File: src/rtl/core/ios_pkg.sv
package ios_pkg;

  localparam int TIME_BITS_DEF = 32;

  typedef enum logic [1:0] {
    MODE_ACTIVE  = 2'd0,
    MODE_STANDBY = 2'd1,
    MODE_DEEP    = 2'd2
  } mode_t;

  localparam logic [2:0] REG_STANDBY_TO  = 3'd0;
  localparam logic [2:0] REG_DEEP_TO     = 3'd1;
  localparam logic [2:0] REG_INTERVAL    = 3'd2;
  localparam logic [2:0] REG_CONFIRM     = 3'd3;
  localparam logic [2:0] REG_HANG_Y_MIN  = 3'd4;
  localparam logic [2:0] REG_HANG_Z_MAX  = 3'd5;
  localparam logic [2:0] REG_INHIBIT     = 3'd6;

  localparam logic [31:0] STANDBY_TO_RST = 32'd10000;
  localparam logic [31:0] DEEP_TO_RST    = 32'd30000;
  localparam logic [15:0] INTERVAL_RST   = 16'd100;
  localparam logic [3:0]  CONFIRM_RST    = 4'd8;
  localparam logic [15:0] HANG_Y_MIN_RST = 16'd2867;  // 0.70 g
  localparam logic [14:0] HANG_Z_MAX_RST = 15'd1843;  // 0.45 g

  typedef struct packed {
    logic [31:0]        standby_timeout_ms;
    logic [31:0]        deep_timeout_ms;
    logic [15:0]        sample_interval_ms;
    logic [3:0]         confirm_samples;
    logic signed [15:0] hang_y_min;
    logic [14:0]        hang_z_abs_max;
    logic               inhibit;
  } cfg_t;

  typedef struct packed {
    logic [31:0]        now_ms;
    logic               touch_active;
    logic               button_pressed;
    logic               external_activity;
    logic signed [15:0] accel_y;
    logic signed [15:0] accel_z;
  } item_t;

  typedef struct packed {
    mode_t      power_mode;
    logic       standby_entered;
    logic       standby_exited;
    logic       deep_sleep_request;
    logic       low_power;
    logic [3:0] hang_count;
  } res_t;

  // state that does not depend on the time width
  typedef struct packed {
    mode_t      mode;
    logic       started;
    logic [3:0] hang_counter;
  } ctl_t;

endpackage

File: src/rtl/core/ios_cfg.sv
module ios_cfg
  import ios_pkg::*;
(
  input  logic        clk,
  input  logic        rst_n,
  input  logic        cfg_valid,
  output logic        cfg_ready,
  input  logic [2:0]  cfg_index,
  input  logic [31:0] cfg_data,
  output cfg_t        cfg
);

  cfg_t cfg_r, cfg_nxt;

  assign cfg_ready = 1'b1;
  assign cfg      = cfg_r;

  always_comb begin
    cfg_nxt = cfg_r;
    if (cfg_valid) begin
      case (cfg_index)
        REG_STANDBY_TO: cfg_nxt.standby_timeout_ms    = cfg_data;
        REG_DEEP_TO:    cfg_nxt.deep_timeout_ms       = cfg_data;
        REG_INTERVAL:   cfg_nxt.sample_interval_ms    = cfg_data[15:0];
        REG_CONFIRM:    cfg_nxt.confirm_samples       = cfg_data[3:0];
        REG_HANG_Y_MIN: cfg_nxt.hang_y_min            = cfg_data[15:0];
        REG_HANG_Z_MAX: cfg_nxt.hang_z_abs_max        = cfg_data[14:0];
        REG_INHIBIT:    cfg_nxt.inhibit               = cfg_data[0];
        default:        cfg_nxt = cfg_r;
      endcase
    end
  end

  always_ff @(posedge clk) begin
    if (!rst_n) begin
      cfg_r.standby_timeout_ms    <= STANDBY_TO_RST;
      cfg_r.deep_timeout_ms       <= DEEP_TO_RST;
      cfg_r.sample_interval_ms    <= INTERVAL_RST;
      cfg_r.confirm_samples       <= CONFIRM_RST;
      cfg_r.hang_y_min            <= HANG_Y_MIN_RST;
      cfg_r.hang_z_abs_max        <= HANG_Z_MAX_RST;
      cfg_r.inhibit               <= 1'b0;
    end else begin
      cfg_r <= cfg_nxt;
    end
  end

endmodule

File: src/rtl/core/ios_step.sv
module ios_step
  import ios_pkg::*;
#(
  parameter int TIME_BITS = TIME_BITS_DEF
) (
  input  cfg_t                 cfg,
  input  item_t                item,
  input  ctl_t                 ctl,
  input  logic [TIME_BITS-1:0] act_stamp,
  input  logic [TIME_BITS-1:0] smp_stamp,
  output ctl_t                 ctl_nxt,
  output logic [TIME_BITS-1:0] act_stamp_nxt,
  output logic [TIME_BITS-1:0] smp_stamp_nxt,
  output res_t                 res
);

  localparam int CW = (TIME_BITS > 32) ? TIME_BITS : 32;

  logic [TIME_BITS-1:0] now;
  logic [TIME_BITS-1:0] act_eff;
  logic [3:0]           hang_eff;
  logic [TIME_BITS-1:0] idle;
  logic [TIME_BITS-1:0] since_smp;
  logic                 due;
  logic signed [16:0]   az_ext;
  logic [16:0]          zabs;
  logic                 hanging;
  logic [3:0]           hang_inc;
  logic                 full;
  logic                 past_sb;
  logic                 past_ds;
  logic                 activity;
  logic                 entered;
  logic                 exited;
  logic                 deep;

  assign now      = TIME_BITS'(item.now_ms);
  assign act_eff  = ctl.started ? act_stamp : now;
  assign hang_eff = ctl.started ? ctl.hang_counter : 4'd0;
  assign activity = item.touch_active | item.button_pressed | item.external_activity;

  assign idle      = now - act_eff;
  assign since_smp = now - smp_stamp;
  assign due       = (smp_stamp == '0) ||
                     (CW'(since_smp) >= CW'(cfg.sample_interval_ms));

  assign az_ext  = 17'(item.accel_z);
  assign zabs    = item.accel_z[15] ? 17'(-az_ext) : 17'(az_ext);
  assign hanging = (item.accel_y >= cfg.hang_y_min) &&
                   (zabs <= {2'b00, cfg.hang_z_abs_max});

  assign hang_inc = (hang_eff < cfg.confirm_samples) ? hang_eff + 4'd1 : hang_eff;
  assign full     = hang_inc >= cfg.confirm_samples;
  assign past_sb  = CW'(idle) >= CW'(cfg.standby_timeout_ms);
  assign past_ds  = CW'(idle) >= CW'(cfg.deep_timeout_ms);

  always_comb begin
    ctl_nxt.mode         = ctl.mode;
    ctl_nxt.started      = 1'b1;
    ctl_nxt.hang_counter = hang_eff;
    act_stamp_nxt        = act_eff;
    smp_stamp_nxt        = smp_stamp;
    entered              = 1'b0;
    exited               = 1'b0;
    deep                 = 1'b0;
    if (cfg.inhibit || (activity && ctl.mode != MODE_DEEP)) begin
      exited               = (ctl.mode == MODE_STANDBY);
      ctl_nxt.mode         = MODE_ACTIVE;
      act_stamp_nxt        = now;
      ctl_nxt.hang_counter = 4'd0;
    end else if (ctl.mode != MODE_DEEP && due) begin
      smp_stamp_nxt = now;
      if (!hanging) begin
        ctl_nxt.hang_counter = 4'd0;
        if (ctl.mode == MODE_ACTIVE) begin
          act_stamp_nxt = now;
        end
      end else begin
        ctl_nxt.hang_counter = hang_inc;
        if (ctl.mode == MODE_ACTIVE && full && past_sb) begin
          ctl_nxt.mode = MODE_STANDBY;
          entered      = 1'b1;
        end
        if (full && past_ds) begin
          ctl_nxt.mode = MODE_DEEP;
          deep         = 1'b1;
        end
      end
    end
  end

  always_comb begin
    res.power_mode         = ctl_nxt.mode;
    res.standby_entered    = entered;
    res.standby_exited     = exited;
    res.deep_sleep_request = deep;
    res.low_power          = (ctl_nxt.mode != MODE_ACTIVE);
    res.hang_count         = ctl_nxt.hang_counter;
  end

endmodule

File: src/rtl/core/idle_orientation_power_sequencer.sv
// Channel  | Direction | Ports
// ---------+-----------+--------------------------------------------------
// in       | input     | in_valid, in_stall, in_now_ms .. in_accel_z
// out      | output    | out_valid, out_stall, out_power_mode .. out_hang_count
// cfg      | input     | cfg_valid, cfg_ready, cfg_index, cfg_data
//
// One item per cycle while out_stall is low; an item taken into the input register
// goes through the step logic into the result register once the output can advance.
// State is updated as an item moves from the input register to the result register.
// Synchronous active-low reset restores register defaults and the power state.
// in_stall rises only while both registers hold items and out_stall is high.
module idle_orientation_power_sequencer
  import ios_pkg::*;
#(
  parameter int TIME_BITS = TIME_BITS_DEF
) (
  input  logic        clk,
  input  logic        rst_n,
  input  logic        in_valid,
  output logic        in_stall,
  input  logic [31:0] in_now_ms,
  input  logic        in_touch_active,
  input  logic        in_button_pressed,
  input  logic        in_external_activity,
  input  logic [15:0] in_accel_y,
  input  logic [15:0] in_accel_z,
  output logic        out_valid,
  input  logic        out_stall,
  output logic [1:0]  out_power_mode,
  output logic        out_standby_entered,
  output logic        out_standby_exited,
  output logic        out_deep_sleep_request,
  output logic        out_low_power,
  output logic [3:0]  out_hang_count,
  input  logic        cfg_valid,
  output logic        cfg_ready,
  input  logic [2:0]  cfg_index,
  input  logic [31:0] cfg_data
);

  cfg_t                 cfg;
  item_t                item_r;
  logic                 in_valid_r, in_valid_nxt;
  logic                 out_valid_r, out_valid_nxt;
  res_t                 res_r, res_nxt;
  ctl_t                 ctl_r, ctl_nxt;
  logic [TIME_BITS-1:0] act_stamp_r, act_stamp_nxt;
  logic [TIME_BITS-1:0] smp_stamp_r, smp_stamp_nxt;
  logic                 adv;
  logic                 take;

  ios_cfg u_cfg (
    .clk       (clk),
    .rst_n     (rst_n),
    .cfg_valid (cfg_valid),
    .cfg_ready (cfg_ready),
    .cfg_index (cfg_index),
    .cfg_data  (cfg_data),
    .cfg       (cfg)
  );

  ios_step #(.TIME_BITS(TIME_BITS)) u_step (
    .cfg           (cfg),
    .item          (item_r),
    .ctl           (ctl_r),
    .act_stamp     (act_stamp_r),
    .smp_stamp     (smp_stamp_r),
    .ctl_nxt       (ctl_nxt),
    .act_stamp_nxt (act_stamp_nxt),
    .smp_stamp_nxt (smp_stamp_nxt),
    .res           (res_nxt)
  );

  assign adv      = in_valid_r && (!out_valid_r || !out_stall);
  assign in_stall = in_valid_r && !adv;
  assign take     = in_valid && !in_stall;

  always_comb begin
    in_valid_nxt = in_valid_r;
    if (take) begin
      in_valid_nxt = 1'b1;
    end else if (adv) begin
      in_valid_nxt = 1'b0;
    end
    out_valid_nxt = out_valid_r;
    if (adv) begin
      out_valid_nxt = 1'b1;
    end else if (!out_stall) begin
      out_valid_nxt = 1'b0;
    end
  end

  always_ff @(posedge clk) begin
    if (!rst_n) begin
      in_valid_r        <= 1'b0;
      out_valid_r       <= 1'b0;
      ctl_r.mode        <= MODE_ACTIVE;
      ctl_r.started     <= 1'b0;
      ctl_r.hang_counter <= 4'd0;
      act_stamp_r       <= '0;
      smp_stamp_r       <= '0;
    end else begin
      in_valid_r  <= in_valid_nxt;
      out_valid_r <= out_valid_nxt;
      if (adv) begin
        ctl_r       <= ctl_nxt;
        act_stamp_r <= act_stamp_nxt;
        smp_stamp_r <= smp_stamp_nxt;
      end
    end
  end

  always_ff @(posedge clk) begin
    if (take) begin
      item_r.now_ms            <= in_now_ms;
      item_r.touch_active      <= in_touch_active;
      item_r.button_pressed    <= in_button_pressed;
      item_r.external_activity <= in_external_activity;
      item_r.accel_y           <= in_accel_y;
      item_r.accel_z           <= in_accel_z;
    end
    if (adv) begin
      res_r <= res_nxt;
    end
  end

  assign out_valid              = out_valid_r;
  assign out_power_mode         = res_r.power_mode;
  assign out_standby_entered    = res_r.standby_entered;
  assign out_standby_exited     = res_r.standby_exited;
  assign out_deep_sleep_request = res_r.deep_sleep_request;
  assign out_low_power          = res_r.low_power;
  assign out_hang_count         = res_r.hang_count;

endmodule

File: config.mk
export PLATFORM = sky130hd
export DESIGN_NAME = idle_orientation_power_sequencer
export DESIGN_NICKNAME = d
export VERILOG_FILES = /design/src/rtl/core/ios_pkg.sv /design/src/rtl/core/ios_cfg.sv /design/src/rtl/core/ios_step.sv /design/src/rtl/core/idle_orientation_power_sequencer.sv
export SDC_FILE = /design/constraint.sdc
export NUM_CORES = 1
export LEC_CHECK = 0
export BUFFER_PORTS_ARGS = -buffer_cell sky130_fd_sc_hd__buf_2
export CORE_MARGIN = 2
export CORE_UTILIZATION = 30
export DETAILED_ROUTE_END_ITERATION = 12
export PLACE_DENSITY = 0.55
export SLEW_MARGIN = 20
export SYNTH_ARGS = -nofsm -noshare
export SYNTH_HDL_FRONTEND = slang
export SYNTH_SLANG_ARGS = --single-unit
File: constraint.sdc
create_clock -name clk -period 9.06 [get_ports clk]
set_clock_uncertainty 0.1 [all_clocks]
set_input_delay 0.906 -clock clk [delete_from_list [all_inputs] [get_ports clk]]
set_output_delay 0.906 -clock clk [all_outputs]
set_load 0.01 [all_outputs]
==> flow_summary.ini, run 1 <==
[placed_design]
placed_area_um2 = 17900
gp_congestion = 0.853
dp_hpwl_mm = 35.1
port_buffers = 118
dp.cells = 2676
pre_cts_ws_ps = 2580

[synthesis]
seq_area_frac_synth_pct = 36.7
syn_avg_cell_area_um2 = 8.89
synth_top_area_cell = dfxtp_1
synth_cells = 1870
synth_warnings = 0
synth_area_leaders = dfxtp_1 (23%), edfxtp_1 (14%), ha_1 (14%), nand2_1 (7.9%), mux2i_1 (6.0%)
synthArstFlopShare_pct = 0
synth_top_area_share_pct = 22.8
synthFlopType = dfxtp_1
synth_enable_flop_cells = 77
ys_seq_elements = 266
syn-num-nets = 2162
ys_types = 75
syn_area_um2 = 16600

[global_route]
grt_pass1_vias = 13293
grt_pass1_wl_mm = 72.1
grt_max_degree = 118
overflow = 0
grt_usage_pct = 16.0
antenna_found_initial = 6

[die]
io_pins = 120
die_w_um = 239
die_h_um = 239
dieArea_um2 = 57300
fp-row-count = 86
start_util_pct = 30.2
coreArea_um2 = 55000

[worst_setup_path]
r2r-end = out_power_mode[1]
crit_type = reg -> reg
critical_path.startpoint_type = register
cpMaxStageDelayCell = o41ai_1
cp.required_ps = 9280
reg2regPathDepth = 22
crit_path_end = out_power_mode[1]
crit_start = ctl_r[4]
reg2reg_slack_ps = 2560
cp_common_cell = o21ai_0
slowest_delay_ps = 720
crit_path_max_fanout = 21
end_kind = register
cp_cell_sequence = mux2i_1 > ha_1 > nor2b_1 > o2111ai_1 > a2111oi_0 > a211oi_1 > o21ai_0 > o41ai_1 > o21ai_0 > a31o_2 > a21oi_1 > xnor2_1 > ha_1 > a21oi_1 > nor2b_1 > o21ai_0 > nand2_1 > or3_1 > a221oi_1 > or3_1 > nor2_1 > o21a_1
rr_startpoint = ctl_r[4]
crit_arrival_ps = 6720

[sta]
hold_viol_final = 0
hold_slack_ps = 356
maxSlewHeadroom_pct = 32.0
setup_ws_ps = 2560
min_period_ps = 6500
fmax_mhz = 154
finalCritPeriodShare_pct = 71.8
drv_slew = 0
setup_viol = 0
worstMarginPinSlew_ps = 1020
setup_tns_ps = 0
rsz0062_at_grt = no

[min_path]
hold_path_depth = 2
min_path_type = reg -> reg

[status]
outcome = completed

[route]
first_iter_violations = 751
routed_wl_mm = 45.9
vias = 13470
drtAntennaViolNets = 0
wl_per_cell_um = 16.7
drc_errors = 0
dr.pass1.iters = 5
vias_per_cell = 4.91

[clock_tree]
cts_tree = yes
cts_resized = 0
htree_levels = 2
post_cts_buffers = 0
clk_pin_slew_worst_paths_ps = 60
clkLatencyLatePin_ps = 580
cts_made_buffers = 35
holdBufCountCts = 0
cts_buffer_depth = 3
cts-root-buf = clkbuf_16
cts.sink_count = 266

[power]
ir_worst_vdd_mv = 0.113
power.leakage_nw = 7.56
power_mw = 3.52
power_density_nw_per_um2 = 183

[layout]
layout.cells.non_filler = 2742
fin_nets = 2257
final_core_util_pct = 34.9
layout-drive-gt1-share_pct = 10.8
area_growth_pct = 15.5
finalInstanceArea_um2 = 19200
num-fill-cells = 5656

[job]
maxCapViolations = 0
cell usage after synthesis (8+ instances only):
cell type,instances
mux2i_1,99
nor2b_1,26
a21oi_1,81
a31oi_1,13
xor2_1,22
ha_1,183
nor4_1,12
nand2_1,350
o31ai_1,9
nand3_1,24
edfxtp_1,77
a21boi_0,83
inv_1,171
nand4_1,31
clkbuf_1,49
nand2b_1,17
nor2_1,61
dfxtp_1,189
a21o_1,49
o21bai_1,8
o21ai_0,55
xnor2_1,47
and2_1,10
o211ai_1,35
or2_2,8
nor3_1,16
a211oi_1,17
critical path: cells and delay by family, from the launching register on:
kind | cells | cell delay, ps
AND/OR/NAND/NOR | 6 | 920
XOR/XNOR | 1 | 170
flip-flops | 1 | 710
AO/OA/AOI/OAI | 12 | 3420
multiplexers | 1 | 380
adder cells (fa/ha/maj) | 2 | 580
final cells by class:
type | instances | area [um2] | area share [%]
Multi-Input combinational cell | 1365 | 9600 | 50.0
Sequential cell | 266 | 6100 | 31.7
Clock buffer | 53 | 1100 | 5.71
Tap cell | 748 | 936 | 4.87
Timing Repair Buffer | 126 | 661 | 3.44
Inverter | 171 | 642 | 3.34
Clock inverter | 10 | 174 | 0.905
Antenna cell | 3 | 7.51 | 0.0391
cell usage in the layout (no fill, tap or decap), types with 22 or more instances in the layout:
master and instances:
xor2_1 22, nand3_1 24, edfxtp_1 77, a21oi_1 81, nand2_1 348, a21o_1 49, nor2b_1 25, inv_1 171
clkbuf_16 38, o211ai_1 35, nand4_1 31, ha_1 183, a21boi_0 83, buf_2 117, xnor2_1 47, nor2_1 60
o21ai_0 55, dfxtp_1 188, mux2i_1 99
cells by family after synthesis:
kind of cell,Yosys count,synth area share (%)
mux,100,6.03
flops,266,36.7
compound gates,422,17.7
fa+ha+maj,185,14.0
other cells,1,0.0226
buf+inv,239,5.78
xor+xnor,69,3.63
simple gates,588,16.1
routing by layer:
metal / global-route usage, % / vias to the layer above / share of wire (%)
li1: - / 6791 / -
met1: 19.8 / 6368 / 44
met2: 28.6 / 244 / 49
met3: 2.55 / 61 / 4.3
met4: 4.56 / 6 / 2.2
met5: 0 / - / 0.083
worst min path at each step:
| stage | start | endpoint | slack, ps |
|---|---|---|---|
| 5_1_grt | act_stamp_r[23] | act_stamp_r[23] | 370 |
| 3_3_place_gp | act_stamp_r[0] | act_stamp_r[0] | 350 |
| 4_1_cts | act_stamp_r[23] | act_stamp_r[23] | 360 |
| 6_report | act_stamp_r[23] | act_stamp_r[23] | 360 |
| 3_5_place_dp | act_stamp_r[23] | act_stamp_r[23] | 350 |
| 2_1_floorplan | ctl_r[3] | ctl_r[3] | 330 |
power breakdown:
group	internal [mW]	switching, mW
clock	0.909	0.586
combinational	0.301	0.412
sequential	1.27	0.0384
state kept, by name (all words and copies together) (netlist names):
name                    cells
out_standby_exited          1
item_r                     67
out_hang_count              4
out_valid                   1
ctl_r                       7
out_power_mode              2
out_deep_sleep_request      1
out_low_power               1
out_standby_entered         1
in_valid_r                  1
act_stamp_r                32
smp_stamp_r                32
u_cfg.cfg                 116
Power figures use the tool's default switching activity.
==> run 2: changes to the inputs <==
PLACE_DENSITY = 0.57   (was 0.55)
clock period = 5.8 ns   (was 9.06 ns; I/O delays follow)
==> run 2 against run 1 <==
  * First-iteration DRC count shrank 11%
  * Combinational power grew 64%
  * Sequential power grew 56%
  * Register-to-register slack lost 2200 ps
  * Sequential cell count is the same
  * Routed wire length shrank 1.2%
  * Largest cell class unchanged
  * Highest routed layer unchanged
==> flow_summary.ini, run 2 (same netlist as run 1, synthesis figures left out) <==
[placed_design]
port_buffers = 118
dp_hpwl_mm = 34.5
gp_congestion = 0.851

[sta]
drv_slew = 0
fmax_mhz = 184
setup_tns_ps = 0
finalCritPeriodShare_pct = 93.6
min_period_ps = 5430
maxSlewHeadroom_pct = 31.3
hold_slack_ps = 93.0
hold_viol_final = 0
setup_viol = 0
worstMarginPinSlew_ps = 1020

[clock_tree]
htree_levels = 2
cts_made_buffers = 35
cts_buffer_depth = 3
clk_pin_slew_worst_paths_ps = 60
cts.sink_count = 266
cts-root-buf = clkbuf_16
cts_tree = yes
clkLatencyLatePin_ps = 560
holdBufCountCts = 0

[layout]
multi_input_area_um2 = 9670
num-fill-cells = 5608
fin_nets = 2277
layout-drive-gt1-share_pct = 12.0
layout_commonest_cell = nand2_1
final_cell_mix = nand2_1 (348), dfxtp_1 (188), ha_1 (182)
area_growth_pct = 16.2
seq_area_um2 = 6100
largest_reg_flops = 116

[route]
first_iter_violations = 670
drtAntennaViolNets = 0
vias_per_cell = 4.91
dr.pass1.iters = 5
vias = 13555
routed_wl_mm = 45.3
drc_errors = 0
wl_per_cell_um = 16.4

[worst_setup_path]
slowest_delay_ps = 550
crit_arrival_ps = 5630
cp_cell_sequence = mux2i_2 > ha_1 > a21o_1 > a31oi_1 > nand2_1 > a31oi_1 > o21ai_0 > xor2_1 > ha_1 > a21o_1 > a211o_1 > a2111oi_1 > buf_4 > nor4_2 > or3_4 > a221oi_4 > or3_4 > nor2_2 > o21a_1
critical_path.startpoint_type = register
crit_type = reg -> reg
cpMaxStageDelayCell = a2111oi_1
crit_path_max_fanout = 5
end_kind = register
cp.required_ps = 6000

[power]
ir_worst_vdd_mv = 0.164
power_density_nw_per_um2 = 277
power.leakage_nw = 7.61
power_mw = 5.35

[global_route]
grt_pass1_vias = 13725
grt_pass1_wl_mm = 72.1
grt_usage_pct = 15.9
overflow = 0
antenna_found_initial = 5
grt_max_degree = 137

[die]
die_h_um = 239
coreArea_um2 = 55000
io_pins = 120
dieArea_um2 = 57300
start_util_pct = 30.2
die_w_um = 239
fp-row-count = 86

[job]
maxCapViolations = 0

[status]
outcome = completed

[min_path]
min_path_type = in -> reg
## run 2: cell count changes in the layout (fill, tap and decap cells not counted), sizes merged
cell / before / now
buf: 126 / 146
bufinv: 2 / 0
clkbuf: 53 / 55
clkinv: 6 / 4
diode: 3 / 2
inv: 173 / 176
## run 2: report_power, final
part | internal, mW | switching [mW] | leakage [nW]
clock network | 1.25 | 0.881 | 0.552
logic | 0.499 | 0.672 | 4.77
registers | 1.99 | 0.0540 | 2.29
total | 3.74 | 1.61 | 7.61
## run 2: area by class of cell
cell class / instances / share of cell area (%)
Antenna cell: 2 / 0.0259
Clock buffer: 55 / 5.40
Clock inverter: 9 / 0.421
Inverter: 171 / 3.32
Multi-Input combinational cell: 1365 / 50.0
Sequential cell: 266 / 31.6
Tap cell: 748 / 4.84
Timing Repair Buffer: 146 / 4.37
## run 2: per-layer routing
metal / GRT usage (%) / wire length [um] / vias to the layer above
met5: 0 / 28 / -
met4: 4.70 / 1140 / 6
met3: 2.88 / 1810 / 77
met2: 28.4 / 22300 / 236
met1: 19.4 / 20100 / 6384
li1: - / - / 6852
## run 2: metrics by stage
step           area, um2  utilization (%)  cells  setup slack (ps)
4_1_cts            19200             34.9   2755              62.2
2_1_floorplan      16600                -   1870              21.8
3_5_place_dp       18100             32.9   2691             -15.5
5_1_grt            19300             35.1   2762             -40.4
3_3_place_gp       18100             32.9   2691              93.2
6_report           19300             35.1   2762               372
## run 2: worst max-delay path: cells and delay by family, from the launching register on
kind            cells  cell delay (ps)
buf+inv             1              210
xor+xnor            1              320
simple gates        5              830
mux                 1              210
flops               1              470
compound gates      9             2420
fa+ha+maj           2              610
## run 2: repair_timing
item | in CTS | in global routing
setup buffers | 0 | 5
pin swaps | 1 | 6
cloned | 0 | 0
endpoints found under the setup margin | 3 | 7
resized for setup | 2 | 17
## run 2: final timing paths
kind / startpoint / to / slack [ps] / cells after the start
worst max-delay path: item_r[39] / out_power_mode[1] / 370 / 19
worst min register to register: act_stamp_r[6] / act_stamp_r[6] / 350 / 2
worst min-delay path: in_accel_z[13] / item_r[13] / 90 / 1
worst max register to register: item_r[39] / out_power_mode[1] / 370 / 19
